### src/rtl/bs_pkg.sv
// Shared types and constants for the sorted table binary search block.
// No dependencies; imported by bs_step and sorted_table_binary_search.
package bs_pkg;

    localparam int TABLE_DEPTH_DEF = 1024;
    localparam int KEY_W           = 32;
    localparam int INDEX_W         = 10;
    localparam int LEN_W           = 11;
    localparam int PROBE_W         = 4;

    localparam logic KIND_LOAD   = 1'b0;
    localparam logic KIND_SEARCH = 1'b1;

    localparam logic [PROBE_W-1:0] PROBE_MAX = '1;

    typedef enum logic [1:0] {
        ST_IDLE,
        ST_READ,
        ST_CMP,
        ST_DONE
    } t_state;

    // Outcome of one probe compare.
    typedef struct packed {
        logic hit;
        logic less;
    } t_cmp;

endpackage

### src/rtl/bs_step.sv
// Shared probe unit: floor midpoint of the search range, key compare and
// narrowed range for the next probe. Depends on bs_pkg.
module bs_step #(
    parameter int AW = 10,
    parameter int CW = 11
) (
    input  logic [CW-1:0]              i_lo,
    input  logic [CW-1:0]              i_hi,
    input  logic [AW-1:0]              i_mid,
    input  logic [bs_pkg::KEY_W-1:0]   i_key,
    input  logic [bs_pkg::KEY_W-1:0]   i_rdata,
    output logic [AW-1:0]              o_mid,
    output bs_pkg::t_cmp               o_cmp,
    output logic [CW-1:0]              o_lo_n,
    output logic [CW-1:0]              o_hi_n,
    output logic                       o_more
);
    import bs_pkg::*;

    logic [CW:0] sum;
    logic [CW:0] mid_ext;

    // Range is [lo, hi) with hi exclusive; midpoint of lo and hi-1.
    assign sum     = {1'b0, i_lo} + {1'b0, i_hi} - {{CW{1'b0}}, 1'b1};
    assign mid_ext = sum >> 1;
    assign o_mid   = AW'(mid_ext);

    assign o_cmp.hit  = (i_key == i_rdata);
    assign o_cmp.less = ($signed(i_key) < $signed(i_rdata));

    always_comb begin
        o_lo_n = i_lo;
        o_hi_n = i_hi;
        if (o_cmp.less) begin
            o_hi_n = CW'(i_mid);
        end else if (!o_cmp.hit) begin
            o_lo_n = CW'(i_mid) + CW'(1);
        end
    end

    assign o_more = (o_lo_n < o_hi_n);

endmodule

### config.mk
export PLATFORM = sky130hd
export DESIGN_NAME = bs_step
export DESIGN_NICKNAME = d
export VERILOG_FILES = /design/src/rtl/bs_pkg.sv /design/src/rtl/bs_step.sv
export SDC_FILE = /design/constraint.sdc
export NUM_CORES = 1
export LEC_CHECK = 0
export BUFFER_PORTS_ARGS = -buffer_cell sky130_fd_sc_hd__buf_2
export CAP_MARGIN = 10
export CORE_UTILIZATION = 50
export DETAILED_ROUTE_END_ITERATION = 8
export MAX_ROUTING_LAYER = met4
export PLACE_DENSITY = 0.95
export SYNTH_ARGS = -nofsm -noshare
export SYNTH_HDL_FRONTEND = slang
export SYNTH_SLANG_ARGS = --single-unit
### constraint.sdc
create_clock -name vclk -period 10.62
set_input_delay 0.531 -clock vclk [all_inputs]
set_output_delay 0.531 -clock vclk [all_outputs]
set_load 0.01 [all_outputs]
==> flow_summary.ini <==
[layout]
nFillCells = 337
area_growth_pct = 31.7
final_common_cell = buf_2
n_clock_buffer = 0
seq_cells = 0
finalNonFillerCells = 491
drive_gt1_frac = 0.331
seq_area_um2 = 0
final_cell_mix = 131 x buf_2, 75 x inv_1, 61 x ha_1
nets = 601
antennaDiodeCount = 0

[hold_path]
hp-class = in -> out

[yosys]
synth_nets = 474
ys_warn_count = 0
syn_area_um2 = 2180
syn_inst = 316
synthDistinctLibCells = 44
synth.avg_cell_area_um2 = 6.91
synth-seq-area-share = 0

[route]
wl_per_cell_um = 12.8
drcViolationCount = 0
ant_nets = 0
num_vias = 2688
wl_um = 6260
vias_per_cell = 5.47
drtPass1Iterations = 4
drtIter0Drc = 105

[grt]
grt_use_total = 0.276
grt_max_degree = 33
overflow = 0
antenna_found_initial = 0
grt_pass1_vias = 2512
grt_pass1_wl_um = 9930

[timing]
worst_pin_slew_ns = 1.06
fmax_mhz = 184
setup-tns-final_ns = 0
rsz0062_at_grt = false
post-route-period-util = 0.513
finalSetupViolCount = 0
relSlewSlack = 0.295
hold_viol_final = 0
fin_ws_ns = 5.17
slew_viol_final = 0
min_period_ns = 5.45

[run]
drv_cap = 0

[die]
design.core.area_um2 = 4090
die_w_um = 68.1
rows = 23
initial_core_util = 0.534
io_pins = 131
die_y_um = 68.1
dieArea_um2 = 4630

[placed_design]
post-dp-hpwl_um = 5620
dp_slack_ns = 5.23
place_inst = 491
place.gp.congestion = 0.909
port_buffers = 131

[power]
leakage_nw = 1.75
power_density_nw_per_um2 = 66.5
ir_drop_uv = 24.9

[worst_setup_path]
cp.arrival_ns = 4.91
worst_setup_path_end_kind = output pin
required_ns = 10.09
start_kind = input pin
worst-setup-path-type = in -> out
cp_max_fo = 32

[cts]
cts-hold-fix-buffers = 0
post-cts-setup-buffers = 0
cts_resized = 0

[outcome]
status = finished clean
==> cells in the mapped netlist, drive strengths merged <==
master,n,share of area
a211o,1,0.0040
a31oi,3,0.0086
nor2,4,0.0069
clkbuf,2,0.0034
o211ai,2,0.0092
nor3,11,0.025
or4,2,0.0069
nand3,9,0.021
o41ai,1,0.0040
mux2,3,0.019
o21ai,20,0.046
nand2,19,0.033
a211oi,2,0.0092
a21oi,30,0.083
a21o,5,0.017
a31o,1,0.0040
o21a,1,0.0034
a21boi,9,0.031
and2,1,0.0029
nand2b,1,0.0029
nand4,10,0.029
inv,75,0.13
xor2,9,0.036
fa,1,0.0092
and3,4,0.011
o21bai,2,0.0069
nor4,3,0.0086
o31ai,2,0.0069
xnor2,8,0.032
ha,61,0.35
nor2b,3,0.0086
or3,3,0.0086
a2111oi,1,0.0040
buf,4,0.011
or2,3,0.0097
==> cell type report <==
class / instances / area [µm²] / share of cell area
multi-input combinational: 235 / 1880 / 0.652
inverter: 75 / 282 / 0.0979
tap: 50 / 62.6 / 0.0218
timing repair buffer: 131 / 656 / 0.228
==> critical path: stages <==
cell,delay (ns)
buf_2,0.10
ha_1,0.32
a211o_1,0.30
a31oi_1,0.13
o21ai_0,0.10
o31ai_1,0.38
a31o_1,0.91
inv_1,0.43
a21boi_1,0.25
ha_1,0.26
or3_1,0.36
o21ai_0,0.09
a21oi_1,0.06
a31oi_1,0.26
nand4_1,0.15
o211ai_2,0.12
buf_2,0.15
==> stage by stage <==
step           total power [mW]  cell area, µm²  hold WS (ns)   util
2_1_floorplan             0.122            2180          1.15      -
3_3_place_gp              0.181            2880          1.42  0.704
3_5_place_dp              0.189            2880          1.42  0.704
4_1_cts                   0.191            2880          1.42  0.704
5_1_grt                   0.216            2880          1.43  0.704
6_report                  0.191            2880          1.42  0.704
==> routing by layer <==
| layer | GRT usage | vias up | wire length, µm |
|---|---|---|---|
| li1 | - | 1345 | - |
| met1 | 0.307 | 1198 | 2480 |
| met2 | 0.516 | 131 | 3280 |
| met3 | 0.0183 | 14 | 382 |
| met4 | 0.0859 | 0 | 116 |
| met5 | - | - | 0 |
==> worst paths after layout <==
path,slack [ns],from,end,cells after the start
max,5.17,i_key[15],o_more,17
min,1.42,i_hi[10],o_hi_n[10],3
==> logic make-up (layout without fill, tap and decap cells) <==
family                   Yosys count  in the layout  share of synthesized area
multiplexers                       3              3                     0.0189
XOR/XNOR                          17             17                     0.0682
AND/OR/NAND/NOR                   73             73                      0.174
buffers and inverters             81            206                      0.144
adder cells (fa/ha/maj)           62             62                      0.359
AO/OA/AOI/OAI                     80             80                      0.237
==> power breakdown <==
| group | total, mW | switching [mW] | internal (mW) |
|---|---|---|---|
| clock network | 0 | 0 | 0 |
| registers | 0 | 0 | 0 |
| logic | 0.191 | 0.106 | 0.0851 |
Note: power is estimated with default switching activity, not from simulation.
